File: src/rtl/core/wgpp_pkg.sv
// Shared types, codes and neighbor offsets for the wavefront grid path planner.
`default_nettype none
package wgpp_pkg;

  localparam int XW    = 10;
  localparam int YW    = 8;
  localparam int IW    = XW + YW;
  localparam int LW    = IW + 1;
  localparam int TDATA_W = 40;

  localparam logic [10:0] GRID_WIDTH  = 11'd1024;
  localparam logic [8:0]  GRID_HEIGHT = 9'd256;

  localparam logic [2:0] REG_GRID_WIDTH  = 3'd0;
  localparam logic [2:0] REG_GRID_HEIGHT = 3'd4;

  localparam logic [1:0] CMD_WRITE = 2'd0;
  localparam logic [1:0] CMD_PLAN  = 2'd1;
  localparam logic [1:0] CMD_STEP  = 2'd2;

  localparam logic [1:0] ST_OK      = 2'd0;
  localparam logic [1:0] ST_UNREACH = 2'd1;
  localparam logic [1:0] ST_RANGE   = 2'd2;
  localparam logic [1:0] ST_STUCK   = 2'd3;

  localparam logic [LW-1:0] LVL_FREE     = '0;
  localparam logic [LW-1:0] LVL_OBSTACLE = LW'(1);
  localparam logic [LW-1:0] LVL_GOAL     = LW'(2);

  typedef enum logic [3:0] {
    DP_NOP, DP_LOAD, DP_WRITE_CELL, DP_PLAN_SET, DP_SWP_RD, DP_SWP_WR, DP_SWP_CLR,
    DP_GOAL_RD, DP_SEED, DP_DEQ, DP_BASE_Q, DP_BASE_WALK, DP_LV_LATCH, DP_NB_RD,
    DP_WAVE_CHK, DP_STEP_CHK
  } dp_op_t;

  typedef enum logic [2:0] {
    RES_OK0, RES_RANGE, RES_UNREACH, RES_PLAN, RES_WALK_RANGE, RES_AT_GOAL,
    RES_STUCK, RES_STEP
  } res_t;

  typedef struct packed {
    dp_op_t op;
    logic   res_load;
    res_t   res;
  } ctl_cmd_t;

  typedef struct packed {
    logic [1:0] cmd;
    logic       cell_oor;
    logic       goal_oor;
    logic       walk_oor;
    logic       at_target;
    logic       swp_last;
    logic       goal_blocked;
    logic       q_empty;
    logic       base_is_start;
    logic       lv_low;
    logic       step_hit;
    logic       k_last;
    logic       out_free;
  } dp_stat_t;

  function automatic logic [10:0] nb_dx(input logic [2:0] k);
    logic [10:0] d;
    begin
      case (k)
        3'd0, 3'd6, 3'd7: d = 11'h7FF;
        3'd1, 3'd5:       d = 11'h000;
        default:          d = 11'h001;
      endcase
      return d;
    end
  endfunction

  function automatic logic [8:0] nb_dy(input logic [2:0] k);
    logic [8:0] d;
    begin
      case (k)
        3'd0, 3'd1, 3'd2: d = 9'h1FF;
        3'd3, 3'd7:       d = 9'h000;
        default:          d = 9'h001;
      endcase
      return d;
    end
  endfunction

endpackage
`default_nettype wire

File: src/rtl/core/wgpp_ctrl.sv
// Controller: sequences clearing, wavefront expansion, path steps and result transfer.
`default_nettype none
module wgpp_ctrl (
  input  logic                clk,
  input  logic                rst,
  input  logic                s_tvalid,
  output logic                s_tready,
  input  wgpp_pkg::dp_stat_t  stat,
  output wgpp_pkg::ctl_cmd_t  ctl
);
  import wgpp_pkg::*;

  typedef enum logic [3:0] {
    S_IDLE, S_DISPATCH, S_SWP_RD, S_SWP_WR, S_GOAL_RD, S_GOAL_CHK, S_DEQ, S_CELL,
    S_CELL2, S_NB_RD, S_NB_CHK, S_STEP_LV, S_SNB_RD, S_SNB_CHK, S_EMIT
  } state_t;

  state_t state, state_next;
  logic   init;
  res_t   pend, pend_next;
  dp_op_t op;

  always_comb begin
    op         = DP_NOP;
    state_next = state;
    pend_next  = pend;
    unique case (state)
      S_IDLE: if (s_tvalid) begin
        op         = DP_LOAD;
        state_next = S_DISPATCH;
      end
      S_DISPATCH: begin
        state_next = S_EMIT;
        case (stat.cmd)
          CMD_WRITE: begin
            if (stat.cell_oor) pend_next = RES_RANGE;
            else begin
              op        = DP_WRITE_CELL;
              pend_next = RES_OK0;
            end
          end
          CMD_PLAN: begin
            if (stat.cell_oor || stat.goal_oor) pend_next = RES_RANGE;
            else begin
              op         = DP_PLAN_SET;
              state_next = S_SWP_RD;
            end
          end
          CMD_STEP: begin
            if (stat.walk_oor) pend_next = RES_WALK_RANGE;
            else if (stat.at_target) pend_next = RES_AT_GOAL;
            else begin
              op         = DP_BASE_WALK;
              state_next = S_STEP_LV;
            end
          end
          default: pend_next = RES_RANGE;
        endcase
      end
      S_SWP_RD: begin
        op         = DP_SWP_RD;
        state_next = S_SWP_WR;
      end
      S_SWP_WR: begin
        op = init ? DP_SWP_CLR : DP_SWP_WR;
        if (!stat.swp_last) state_next = S_SWP_RD;
        else state_next = init ? S_IDLE : S_GOAL_RD;
      end
      S_GOAL_RD: begin
        op         = DP_GOAL_RD;
        state_next = S_GOAL_CHK;
      end
      S_GOAL_CHK: begin
        if (stat.goal_blocked) begin
          pend_next  = RES_UNREACH;
          state_next = S_EMIT;
        end else begin
          op         = DP_SEED;
          state_next = S_DEQ;
        end
      end
      S_DEQ: begin
        if (stat.q_empty) begin
          pend_next  = RES_UNREACH;
          state_next = S_EMIT;
        end else begin
          op         = DP_DEQ;
          state_next = S_CELL;
        end
      end
      S_CELL: begin
        op         = DP_BASE_Q;
        state_next = S_CELL2;
      end
      S_CELL2: begin
        op = DP_LV_LATCH;
        if (stat.base_is_start) begin
          pend_next  = RES_PLAN;
          state_next = S_EMIT;
        end else state_next = S_NB_RD;
      end
      S_NB_RD: begin
        op         = DP_NB_RD;
        state_next = S_NB_CHK;
      end
      S_NB_CHK: begin
        op         = DP_WAVE_CHK;
        state_next = stat.k_last ? S_DEQ : S_NB_RD;
      end
      S_STEP_LV: begin
        op = DP_LV_LATCH;
        if (stat.lv_low) begin
          pend_next  = RES_STUCK;
          state_next = S_EMIT;
        end else state_next = S_SNB_RD;
      end
      S_SNB_RD: begin
        op         = DP_NB_RD;
        state_next = S_SNB_CHK;
      end
      S_SNB_CHK: begin
        op = DP_STEP_CHK;
        if (stat.step_hit) begin
          pend_next  = RES_STEP;
          state_next = S_EMIT;
        end else if (stat.k_last) begin
          pend_next  = RES_STUCK;
          state_next = S_EMIT;
        end else state_next = S_SNB_RD;
      end
      S_EMIT: if (stat.out_free) state_next = S_IDLE;
      default: state_next = S_IDLE;
    endcase
  end

  always_ff @(posedge clk) begin
    if (rst) begin
      state <= S_SWP_RD;
      init  <= 1'b1;
      pend  <= RES_OK0;
    end else begin
      state <= state_next;
      pend  <= pend_next;
      if (state == S_SWP_WR && stat.swp_last) init <= 1'b0;
    end
  end

  assign s_tready     = (state == S_IDLE);
  assign ctl.op       = op;
  assign ctl.res_load = (state == S_EMIT) && stat.out_free;
  assign ctl.res      = pend;

endmodule
`default_nettype wire

File: config.mk
export PLATFORM = sky130hd
export DESIGN_NAME = wgpp_ctrl
export DESIGN_NICKNAME = d
export VERILOG_FILES = /design/src/rtl/core/wgpp_pkg.sv /design/src/rtl/core/wgpp_ctrl.sv
export SDC_FILE = /design/constraint.sdc
export NUM_CORES = 1
export LEC_CHECK = 0
export CAP_MARGIN = 20
export CORE_MARGIN = 4
export CORE_UTILIZATION = 60
export DETAILED_ROUTE_END_ITERATION = 8
export DONT_BUFFER_PORTS = 1
export GPL_ROUTABILITY_DRIVEN = 0
export GPL_TIMING_DRIVEN = 0
export PLACE_DENSITY = 0.86
export SETUP_SLACK_MARGIN = 0.05
export SLEW_MARGIN = 20
export SYNTH_ARGS = -nofsm -noshare
export SYNTH_HDL_FRONTEND = slang
export SYNTH_SLANG_ARGS = --single-unit
export TNS_END_PERCENT = 20
File: constraint.sdc
create_clock -name clk -period 4.68 [get_ports clk]
set_input_delay 0.468 -clock clk [delete_from_list [all_inputs] [get_ports clk]]
set_output_delay 0.468 -clock clk [all_outputs]
set_load 0.02 [all_outputs]
# After elaboration in Yosys (flattened, before gate mapping)
# Cells that the tools add are included.
dict set report totals {
  register_bits 8
  wordCells 76
}
dict set report classes {
  n_eq_ne 25
  n_mux 38
  n_reduce_logical 10
}
# op n
set ops {}
lappend ops {{4-bit case mux with 15 select lines} 1}
lappend ops {{4-bit case mux with 12 select lines} 1}
lappend ops {{3-bit two-way mux} 14}
lappend ops {{4-bit two-way mux} 10}
lappend ops {{4-bit == test, second input constant} 7}
lappend ops {{3-bit case mux with 6 select lines} 1}
lappend ops {{4-bit by 3-bit == test with 1-bit output, second input constant} 4}
lappend ops {{2-bit two-way mux} 6}
lappend ops {{2-bit != test, second input constant} 6}
lappend ops {{4-bit case mux with 3 select lines} 1}
lappend ops {{3-bit case mux with 3 select lines} 1}
lappend ops {{4-bit by 2-bit == test with 1-bit output, second input constant} 2}
lappend ops {{4-bit case mux with 2 select lines} 1}
lappend ops {{8-bit AND reduction} 1}
lappend ops {{3-bit != test, second input constant} 2}
lappend ops {{6-bit nonzero test} 1}
lappend ops {{4-bit by 1-bit == test with 1-bit output, second input constant} 1}
lappend ops {{4-bit zero test} 1}
lappend ops {{4-bit != test, second input constant} 1}
lappend ops {{2-bit OR reduction} 2}
lappend ops {{2-bit by 1-bit == test with 1-bit output, second input constant} 1}
lappend ops {{2-bit == test, second input constant} 1}
lappend ops {{1-bit logical AND} 2}
lappend ops {{2-bit zero test} 1}
lappend ops {{other kinds (3)} 4}

# Logic depth before layout (Yosys ltp)
# Gate-level depths: netlist (run 1).
dict set report logic_depth {
  depth_word 4
  depth_mapped 8
}

# Least setup slack after synthesis (run 1)
# Ideal clock, no wire load.
dict set report synth_timing {
  kind {register -> output}
  startpoint {reg state[1]}
  endpoint {out ctl[7] (netlist bit)}
  arrival_ps 1703
  required_ps 4212
  slack_ps 2509
  stages_incl_launch_ff 5
  path_buffers 1
  cell_sequence {dfxtp_1 buf_6 or4b_4 or2_2 o21ai_0}
}
# element line
set synth_lines {}
lappend synth_lines {{start, declared} wgpp_ctrl.sv:18} ;# state_t state, state_next;
lappend synth_lines {{start signal, assigned} wgpp_ctrl.sv:142} ;# state <= state_next;
lappend synth_lines {{end, declared} wgpp_ctrl.sv:9} ;# output wgpp_pkg::ctl_cmd_t ctl

==> parameters.txt, run 1 <==
Parameter                              Value

Run status
  Run status ... finished clean

Yosys
  Count of distinct cell types in the synthesized netlist ... 45
  Mean area per synthesized cell ... 6.902 µm²
  Proportion of synthesized flip-flops having asynchronous set or reset ... 0%
  Flops & latches, synth ... 8
  Top-count cell post-synth ... o21ai_0
  Post-synth top cells ... o21ai_0, nor2_1, a21oi_1
  Yosys warning total ... 0
  Cell types with the largest area share after synthesis ... dfxtp_1, o21ai_0, a21oi_1
  Number of enable flip-flop cells after synthesis ... 0
  Dominant synthesized flop cell ... dfxtp_1
  Cell area after synthesis ... 1070 µm²
  Proportion of synthesized chip area in sequential cells ... 14.97%
  Synthesized instance count ... 155
  Synthesized net count ... 177
  Fraction of post-synthesis cell area in the top cell type by area ... 14.97%
  Biggest area consumer among synthesized cells ... dfxtp_1

Drt
  Post-route DRC violation count ... 0
  Number of DRC markers in iteration 0 ... 69
  Wirelength, routed ... 3069 µm
  Final antenna-violating net count ... 0
  Number of iterations in the first detailed-routing pass ... 5
  Overall via count from detail_route ... 1254
  Routed length per instance ... 16.86 µm
  Average via count per standard cell ... 6.890

Worst setup path
  Worst Path Required ... 4.21 ns
  Startpoint types ... flop
  Critical Path Start ... state[2]
  Destination of the critical timing path ... ctl[7]
  R2R Path Start ... state[2]
  Worst reg2reg endpoint ... state[2]
  Worst reg2reg setup slack ... 2.62 ns
  Highest fanout seen on the critical path ... 10
  Path depth of the worst reg2reg path ... 5
  Kind of critical path ... reg -> out
  Sort of element at the end of the critical path ... primary output
  Worst EP arrival ... 2.17 ns

Clock network
  Number of buffers inserted during clock tree synthesis ... 3
  CTS hold repair buffers ... 0
  Clock-pin transition on the worst setup and hold timing paths ... 0.05 ns
  Number of resized instances in the post-cts repair step ... 0
  Clock Sink Count ... 8
  Worst-skew pair later-pin latency ... 0.25 ns
  Clock tree from TritonCTS ... yes
  Buffers from clock root to sink, at most ... 2
  CTS Root Cell ... clkbuf_4
  Setup repair bufs after CTS ... 0
  H-tree Lvls ... 1

STA
  Setup-violating endpoint count in the final report ... 0
  Least-Margin Pin Slew ... 1.176 ns
  Max Clock Skew ... 0.001882 ns
  Count of final hold-check violations ... 0
  Ratio of final minimum period to clock period ... 56.27%
  Worst slew margin relative to its limit ... 20.88%
  Unrepaired setup endpoints after global routing ... false
  Post-route setup TNS ... 0 ns
  Shortest period the worst path allows ... 2.634 ns
  Max-slew violations ... 0
  Max Clock Freq ... 0.3797 GHz

Die
  Floorplan die height ... 50.23 µm
  Die width ... 50.23 µm
  Row cnt ... 14
  Count of pins on the block boundary ... 26
  Full die area ... 2523 µm²
  Effective utilization at floorplan ... 67.11%
  Placeable Area ... 1594 µm²

Finish
  Share of layout cells above drive strength 1 ... 13.92%
  Final nets ... 182
  Synthesis-to-finish area growth ... 4.913%
  Antenna diode count ... 0

Global routing
  Total grt overflow ... 0
  Via count of the first global-routing pass ... 1108
  Wire length of the first global-routing pass ... 5106 µm
  Total routing resource utilization after global routing ... 25.48%
  Antenna violations before repair ... 0
  Maximum number of pins on one net before global-route repair ... 11

Place
  HPWL Detailed ... 2367 µm
  Count of buffers from port buffering ... 0

Flow run
  Number of max-cap violations ... 0

Power
  Largest voltage drop on the vdd net ... 0.3044 mV
  Post-layout total power ... 0.0006164 W
  Total power per unit cell area ... 549.2 nW/µm²
  Static power due to leakage ... 0.4341 nW

Hold path
  Class of the worst hold path ... in -> reg
-- power by group --
group / switching [W] / internal (W)
clock network: 0.0000211 / 0.0000292
registers: 0.0000370 / 0.0000944
logic: 0.000274 / 0.000161
total: 0.000332 / 0.000284
-- cell type report --
class	count	area [µm²]
fill	137	471.7
inverter	10	37.54
tap	24	30.03
buffer	12	63.81
multi-input combinational	125	808.3
sequential	8	160.2
clock buffer	3	22.52
-- state kept, by name, summed over array words and instances (netlist names) --
signal,flops
init,1
pend,3
state,4
-- routing by layer --
metal | vias to the layer above | global-route usage (%) | share of wire [%]
li1 | 579 | - | -
met1 | 578 | 35.05 | 40
met2 | 87 | 37.83 | 46
met3 | 10 | 9.172 | 12
met4 | 0 | 5.530 | 1.9
met5 | - | 0 | 0
-- placed cells by master, fill, tap and decap left out, drive strengths merged, types with 2 or more instances in the layout --
cell type and count:
o21ai 22, nor2 15, a21oi 13, inv 10, buf 10, dfxtp 8, nand2 6, nand2b 6
nor2b 5, ha 5, clkbuf 5, a31oi 4, or3b 3, a22oi 3, nand3 3, nand4 3
a21o 3, a221oi 3, a211oi 3, or2 2, and3 2, o221ai 2, o32ai 2, nor4b 2
nor4bb 2, o31ai 2, and2 2
-- critical path, cell delays in order, from the launching register on --
cell and delay (ns):
dfxtp_1 0.42, buf_4 0.20, buf_2 0.23, buf_1 0.34
o21ai_0 0.19, a21oi_1 0.15, o21ai_0 0.09, o21ai_0 0.28
-- logic make-up (layout without fill, tap and decap cells) --
group                      count (synthesis)  after routing  share of synthesized area (%)
muxes                                      2              2                          1.988
xor gates and xnor gates                   1              1                         0.8189
AOI/OAI and AO/OA                         59             59                          34.74
adders and majority gates                  5              5                          5.848
DFF                                        8              8                          14.97
buffers and inverters                     22             25                          9.475
and+or+nand+nor                           58             58                          32.16
-- worst min-delay path by stage --
| stage | start | endpoint | slack, ns | cells past startpoint |
|---|---|---|---|---|
| detailed placement | init | init | 0.51 | 1 |
| global placement | init | init | 0.50 | 1 |
| finish | rst | pend[1] | 0.28 | 1 |
| CTS | rst | pend[1] | 0.27 | 1 |
| global route | rst | pend[1] | 0.26 | 1 |
| floorplan | init | init | 0.46 | 1 |
-- through the flow --
stage / area [µm²] / hold WS [ns] / util [%] / setup slack (ns) / cells
floorplan: 1070 / 0.4635 / - / 2.509 / 155
global placement: 1100 / 0.4990 / 69.00 / 2.431 / 179
detailed placement: 1100 / 0.5091 / 69.00 / 2.383 / 179
CTS: 1122 / 0.2735 / 70.41 / 2.115 / 182
global route: 1122 / 0.2638 / 70.41 / 1.889 / 182
finish: 1122 / 0.2782 / 70.41 / 2.046 / 182
Power figures use the tool's default switching activity.
==> run 2, diff against run 1 <==
--- a/config.mk
+++ b/config.mk
@@ -7,12 +7,12 @@
 export LEC_CHECK = 0
 export CAP_MARGIN = 20
 export CORE_MARGIN = 4
-export CORE_UTILIZATION = 60
+export CORE_UTILIZATION = 56
 export DETAILED_ROUTE_END_ITERATION = 8
 export DONT_BUFFER_PORTS = 1
 export GPL_ROUTABILITY_DRIVEN = 0
 export GPL_TIMING_DRIVEN = 0
-export PLACE_DENSITY = 0.86
+export PLACE_DENSITY = 0.84
 export SETUP_SLACK_MARGIN = 0.05
 export SLEW_MARGIN = 20
 export SYNTH_ARGS = -nofsm -noshare
==> constraint.sdc (replaced) <==
create_clock -name clk -period 2.25 [get_ports clk]
set_input_delay 0.225 -clock clk [delete_from_list [all_inputs] [get_ports clk]]
set_output_delay 0.225 -clock clk [all_outputs]
set_load 0.02 [all_outputs]
==> run 2 against run 1 <==
Wire length increased by 0.29%. Global-route usage down 0.67 points. Clock power grew 110%. Design area grew 2.2%. Critical endpoint is now ctl[5]. First-iteration DRC count grew 4.3%. Cell count increased by 0.55%.
==> parameters.txt, run 2 (synthesis results as in run 1) <==
Parameter                              Value

Drt
  Average via count per standard cell ... 6.667 (-3.2%)
  Final antenna-violating net count ... 0 (unchanged)
  Number of iterations in the first detailed-routing pass ... 4 (-1)
  Wirelength, routed ... 3078 µm (+0.29%)
  Overall via count from detail_route ... 1220 (-2.7%)
  Post-route DRC violation count ... 0 (unchanged)
  Number of DRC markers in iteration 0 ... 72 (+4.3%)
  Routed length per instance ... 16.82 µm (-0.25%)

Worst setup path
  Slowest library cell on the worst path ... dfxtp_1
  Worst EP arrival ... 1.91 ns (-0.26 ns)
  Worst Path Required ... 2.03 ns (-2.18 ns)
  Startpoint types ... flop
  Highest fanout seen on the critical path ... 10 (unchanged)
  Cells along the critical path ... buf_4 > buf_2 > buf_2 > nor2_1 > o21ai_0 > o221ai_2
  Critical path's most frequent cell ... buf_2
  Sort of element at the end of the critical path ... primary output
  Delay of the slowest cell on the worst path ... 0.41 ns (about the same)
  R2R Path Start ... state[2]
  Kind of critical path ... reg -> out
  Critical Path Start ... state[2]

Place
  Total cell area at the placement stage ... 1101 µm² (+0.11%)
  Count of buffers from port buffering ... 0 (unchanged)
  Placed cell count ... 180 (+0.56%)
  HPWL Detailed ... 2376 µm (+0.37%)

Clock network
  Setup repair bufs after CTS ... 0 (unchanged)
  CTS hold repair buffers ... 0 (unchanged)
  Number of buffers inserted during clock tree synthesis ... 3 (unchanged)
  CTS Root Cell ... clkbuf_4
  Clock tree from TritonCTS ... yes
  Clock-pin transition on the worst setup and hold timing paths ... 0.05 ns (about the same)
  H-tree Lvls ... 1 (unchanged)
  Worst-skew pair later-pin latency ... 0.25 ns (about the same)
  Buffers from clock root to sink, at most ... 2 (unchanged)
  Clock Sink Count ... 8 (unchanged)

Finish
  Final nets ... 182 (unchanged)
  Max FFs per register ... 4 (unchanged)
  Register bank with the most flops ... state
  Filler instances ... 165 (+20%)
  Cell Count, Final, Fillers Out ... 183 (+0.55%)
  Final Cell Area ... 1147 µm² (+2.2%)
  Share of layout cells above drive strength 1 ... 18.35% (+4.4 points)
  Synthesis-to-finish area growth ... 7.251%
  Highest-count cells in the layout ignoring fill and taps ... o21ai_0, nor2_1, a21oi_1
  Commonest non-fill, non-tap cell in the layout ... o21ai_0
  Antenna diode count ... 0 (unchanged)
  Largest registers ranked by flip-flop count ... state x4, pend x3, init x1
  FF+latch area ... 160.2 µm² (unchanged)
  Area of combinational cells with multiple inputs ... 825.8 µm² (+2.2%)

Power
  Total power per unit cell area ... 1138 nW/µm² (+110%)
  Static power due to leakage ... 0.4490 nW (+3.4%)
  Largest voltage drop on the vdd net ... 0.5282 mV (+74%)

STA
  Max Clock Freq ... 0.4682 GHz
  Shortest period the worst path allows ... 2.136 ns
  Post-route setup TNS ... 0 ns (unchanged)
  Unrepaired setup endpoints after global routing ... false
  Ratio of final minimum period to clock period ... 94.93%
  Setup-violating endpoint count in the final report ... 0 (unchanged)
  Max-slew violations ... 0 (unchanged)
  Max Clock Skew ... 0.0007756 ns (-0.001107 ns)
  Count of final hold-check violations ... 0 (unchanged)
  Least-Margin Pin Slew ... 1.074 ns (-0.1017 ns)
  Worst slew margin relative to its limit ... 27.73% (+6.8 points)

Global routing
  Total routing resource utilization after global routing ... 24.80% (-0.67 points)
  Via count of the first global-routing pass ... 1089 (-1.7%)
  Total grt overflow ... 0 (unchanged)
  Antenna violations before repair ... 0 (unchanged)
  Wire length of the first global-routing pass ... 5092 µm (-0.27%)
  Maximum number of pins on one net before global-route repair ... 11 (unchanged)

Die
  Count of pins on the block boundary ... 26 (unchanged)
  Row cnt ... 15 (+1)
  Placeable Area ... 1764 µm² (+11%)
  Effective utilization at floorplan ... 60.64% (-6.5 points)
  Floorplan die height ... 51.71 µm (+2.9%)
  Full die area ... 2673 µm² (+6.0%)
  Die width ... 51.71 µm (+2.9%)

Hold path
  Hold path startpoint ... rst
  Class of the worst hold path ... in -> reg

Run status
  Run status ... finished clean

Flow run
  Number of max-cap violations ... 0 (unchanged)
-- run 2: cell types whose count changed in the layout (fill, tap and decap cells not counted) --
cell / before / now
buf_1: 2 / 0
o21ai_0: 21 / 19
o21ai_2: 0 / 2
a21oi_1: 13 / 12
a21oi_2: 0 / 1
buf_2: 6 / 7
clkbuf_1: 2 / 1
clkbuf_2: 0 / 1
clkbuf_4: 3 / 4
o221ai_1: 2 / 1
o221ai_2: 0 / 1
-- run 2: metal layers --
metal,track usage [%],up-vias,wire length [µm]
met2,37.08,72,1457
met3,10.60,6,334
met4,4.367,0,49
met1,33.33,563,1236
li1,-,579,-
met5,0,-,0
-- run 2: path summary, 6_finish.rpt --
check | slack (ns) | depth (start not counted) | to
setup / recovery | 0.11 | 6 | ctl[5]
hold / removal | 0.04 | 1 | pend[1]
setup reg to reg | 0.27 | 5 | state[3]
hold reg to reg | 0.51 | 1 | init
-- run 2: layout make-up --
cell class	count	share of cell area, %
multi-input cells	125	71.97
flip-flops and latches	8	13.96
plain buffers	12	6.107
inverters	10	3.272
well taps	25	2.726
clock buffers	3	1.963
-- run 2: power by group --
| group | switching [W] | internal, W | leakage, nW | total (W) |
|---|---|---|---|---|
| clock | 0.0000443 | 0.0000607 | 0.0138 | 0.000105 |
| sequential | 0.0000748 | 0.000196 | 0.0656 | 0.000271 |
| combinational | 0.000576 | 0.000353 | 0.370 | 0.000929 |
| total | 0.000695 | 0.000610 | 0.449 | 0.00131 |
-- run 2: what timing repair did --
action | in CTS | in global routing
endpoints found under the hold margin | 0 | 0
cloned | 0 | 0
endpoints found under the setup margin | 3 | 3
gates resized for setup | 3 | 8
-- run 2: worst max-delay path, delay by kind of cell (launching register included) --
kind,cells,cell delay [ns]
DFF,1,0.41
and+or+nand+nor,1,0.06
AOI/OAI and AO/OA,2,0.50
buffers and inverters,3,0.68
-- run 2: stage by stage --
stage / power, W / util, % / setup slack [ns] / hold WS, ns
final: 0.001305 / 65.04 / 0.1140 / 0.03736
after global routing: 0.001412 / 65.04 / 0.02757 / 0.01797
after CTS: 0.001263 / 63.83 / 0.03139 / 0.02889
after detailed placement: 0.001150 / 62.41 / 0.2144 / 0.2941
after global placement: 0.001124 / 62.41 / 0.2485 / 0.2915
after floorplan: 0.0009822 / - / 0.3217 / 0.2896
==> run 3, diff against run 2 <==
--- a/config.mk
+++ b/config.mk
@@ -7,12 +7,13 @@
 export LEC_CHECK = 0
 export CAP_MARGIN = 20
 export CORE_MARGIN = 4
-export CORE_UTILIZATION = 56
+export CORE_UTILIZATION = 42
+export CTS_CLUSTER_DIAMETER = 80
 export DETAILED_ROUTE_END_ITERATION = 8
 export DONT_BUFFER_PORTS = 1
 export GPL_ROUTABILITY_DRIVEN = 0
 export GPL_TIMING_DRIVEN = 0
-export PLACE_DENSITY = 0.84
+export PLACE_DENSITY = 0.69
 export SETUP_SLACK_MARGIN = 0.05
 export SLEW_MARGIN = 20
 export SYNTH_ARGS = -nofsm -noshare
==> run 3 against run 2 <==
Via count down 0.98%. Clock skew up 0.0063 ns. Die area up 28%. Register-to-register slack about the same. Clock power up 8%. Largest power group unchanged. Clock-buffer cell count unchanged. Worst setup slack better by 0.0020 ns. Sequential cell count unchanged. Power up 2.3%. First-iteration DRC count down 15%. Cell count up 2.7%. Critical endpoint is now ctl[4].
==> parameters.txt, run 3 (synthesis results as in run 1) <==
Parameter                              Value

Clock network
  Clock tree from TritonCTS ... yes
  Buffers from clock root to sink, at most ... 2 (unchanged)
  Number of buffers inserted during clock tree synthesis ... 3 (unchanged)
  Clock Sink Count ... 8 (unchanged)
  CTS Root Cell ... clkbuf_4
  H-tree Lvls ... 1 (unchanged)
  Clock-pin transition on the worst setup and hold timing paths ... 0.06 ns (about the same)
  Setup repair bufs after CTS ... 0 (unchanged)
  Worst-skew pair later-pin latency ... 0.25 ns (about the same)

STA
  Ratio of final minimum period to clock period ... 94.85% (about the same)
  Max Clock Freq ... 0.4686 GHz (about the same)
  Least-Margin Pin Slew ... 1.004 ns (-0.06978 ns)
  Max-slew violations ... 0 (unchanged)
  Post-route setup TNS ... 0 ns (unchanged)
  Worst slew margin relative to its limit ... 32.42% (+4.7 points)
  Shortest period the worst path allows ... 2.134 ns (-0.001974 ns)
  Setup-violating endpoint count in the final report ... 0 (unchanged)
  Count of final hold-check violations ... 0 (unchanged)
  Max Clock Skew ... 0.007093 ns (+0.006318 ns)
  Unrepaired setup endpoints after global routing ... true

Die
  Effective utilization at floorplan ... 43.58% (-17 points)
  Floorplan die height ... 58.47 µm (+13%)
  Die width ... 58.47 µm (+13%)
  Row cnt ... 18 (+3)
  Placeable Area ... 2455 µm² (+39%)
  Full die area ... 3419 µm² (+28%)
  Count of pins on the block boundary ... 26 (unchanged)

Global routing
  Maximum number of pins on one net before global-route repair ... 11 (unchanged)
  Total grt overflow ... 0 (unchanged)
  Via count of the first global-routing pass ... 1118 (+2.7%)
  Total routing resource utilization after global routing ... 19.29% (-5.5 points)
  Wire length of the first global-routing pass ... 5223 µm (+2.6%)
  Antenna violations before repair ... 0 (unchanged)

Worst setup path
  Kind of critical path ... reg -> out
  Worst EP arrival ... 1.91 ns (about the same)
  Sort of element at the end of the critical path ... primary output
  Cells along the critical path ... buf_6 > buf_2 > clkbuf_4 > clkbuf_4 > nand3_1 > o32ai_1 > nor2_1 > o21ai_2
  Path depth of the worst reg2reg path ... 5 (unchanged)
  Highest fanout seen on the critical path ... 10 (unchanged)
  Worst Path Required ... 2.03 ns (about the same)
  Critical path's most frequent cell ... clkbuf_4
  Number of cells on the critical path ... 8 (+2)
  Critical path buffer and inverter count ... 4 (+1)
  Slowest library cell on the worst path ... dfxtp_1
  Delay of the slowest cell on the worst path ... 0.33 ns (-0.08 ns)
  Startpoint types ... flop
  CP top delay family ... buffers and inverters

Hold path
  Class of the worst hold path ... in -> reg
  Hold path cells ... 1 (unchanged)

Drt
  Wirelength, routed ... 3214 µm (+4.4%)
  Post-route DRC violation count ... 0 (unchanged)
  Final antenna-violating net count ... 0 (unchanged)
  Overall via count from detail_route ... 1208 (-0.98%)
  Number of iterations in the first detailed-routing pass ... 4 (unchanged)
  Routed length per instance ... 17.10 µm (+1.6%)
  Average via count per standard cell ... 6.426 (-3.6%)
  Number of DRC markers in iteration 0 ... 61 (-15%)

Place
  HPWL Detailed ... 2521 µm (+6.1%)
  Count of buffers from port buffering ... 0 (unchanged)
  Placed cell count ... 185 (+2.8%)

Finish
  Cell Count, Final, Fillers Out ... 188 (+2.7%)
  Antenna diode count ... 0 (unchanged)
  Synthesis-to-finish area growth ... 8.187%
  Share of layout cells above drive strength 1 ... 18.35% (unchanged)
  Max FFs per register ... 4 (unchanged)
  Final nets ... 182 (unchanged)
  Commonest non-fill, non-tap cell in the layout ... o21ai_0
  Filler instances ... 249 (+51%)
  Register bank with the most flops ... state
  FF+latch area ... 160.2 µm² (unchanged)
  Highest-count cells in the layout ignoring fill and taps ... o21ai_0, nor2_1, a21oi_1
  Largest registers ranked by flip-flop count ... state x4, pend x3, init x1
  Area of combinational cells with multiple inputs ... 827.0 µm² (+0.15%)

Power
  Total power per unit cell area ... 1154 nW/µm² (+1.4%)
  Static power due to leakage ... 0.4512 nW (+0.49%)
  Largest voltage drop on the vdd net ... 0.6557 mV (+24%)

Run status
  Run status ... finished clean

Flow run
  Number of max-cap violations ... 0 (unchanged)
[run 3: changes by cell type in the layout (fill, tap and decap cells not counted), sizes merged]
cell and change:
clkbuf +1, buf -1
[run 3: cell type report]
type | count | area share (%)
plain buffers | 12 | 6.270
clock buffers | 3 | 1.946
flip-flops and latches | 8 | 13.84
well taps | 30 | 3.243
multi-input cells | 125 | 71.46
inverters | 10 | 3.243
[run 3: timing repair]
item                                    4_1_cts  5_1_grt
endpoints found under the setup margin        4        4
hold buffers                                  0        0
resized for setup                             6        6
[run 3: final timing paths]
path | from | to | slack (ns)
setup / recovery | state[1] | ctl[4] | 0.12
hold / removal | rst | pend[0] | 0.04
setup reg to reg | state[2] | state[2] | 0.27
hold reg to reg | init | init | 0.52
[run 3: worst reg2reg max path: cells and delay by family, from the launching register on]
kind | cells | cell delay, ns
and+or+nand+nor | 3 | 1.19
buffers and inverters | 1 | 0.20
DFF | 1 | 0.37
AOI/OAI and AO/OA | 1 | 0.11
[run 3: where the power goes]
part           internal (W)  switching (W)  leakage, nW
Sequential         0.000196      0.0000797       0.0656
Combinational      0.000359       0.000588        0.372
Clock             0.0000612      0.0000513       0.0138
[run 3: routing by layer]
layer / global-route usage (%) / wire, µm / vias to the layer above
met2: 32.54 / 1534 / 66
met4: 8.609 / 74 / 0
met5: 0 / 0 / -
met3: 2.193 / 269 / 8
li1: - / - / 579
met1: 24.50 / 1336 / 555
[run 3: per-stage QoR]
| step | utilization (%) | power, W | setup WS [ns] | cell area, µm² | hold WS (ns) |
|---|---|---|---|---|---|
| 2_1_floorplan | - | 0.0009822 | 0.3217 | 1070 | 0.2896 |
| 3_3_place_gp | 45.11 | 0.001143 | 0.1123 | 1107 | 0.2922 |
| 3_5_place_dp | 45.11 | 0.001159 | 0.1012 | 1107 | 0.2916 |
| 4_1_cts | 46.53 | 0.001297 | 0.07299 | 1142 | 0.02818 |
| 5_1_grt | 47.15 | 0.001429 | 0.03067 | 1157 | 0.01670 |
| 6_report | 47.15 | 0.001335 | 0.1160 | 1157 | 0.03586 |
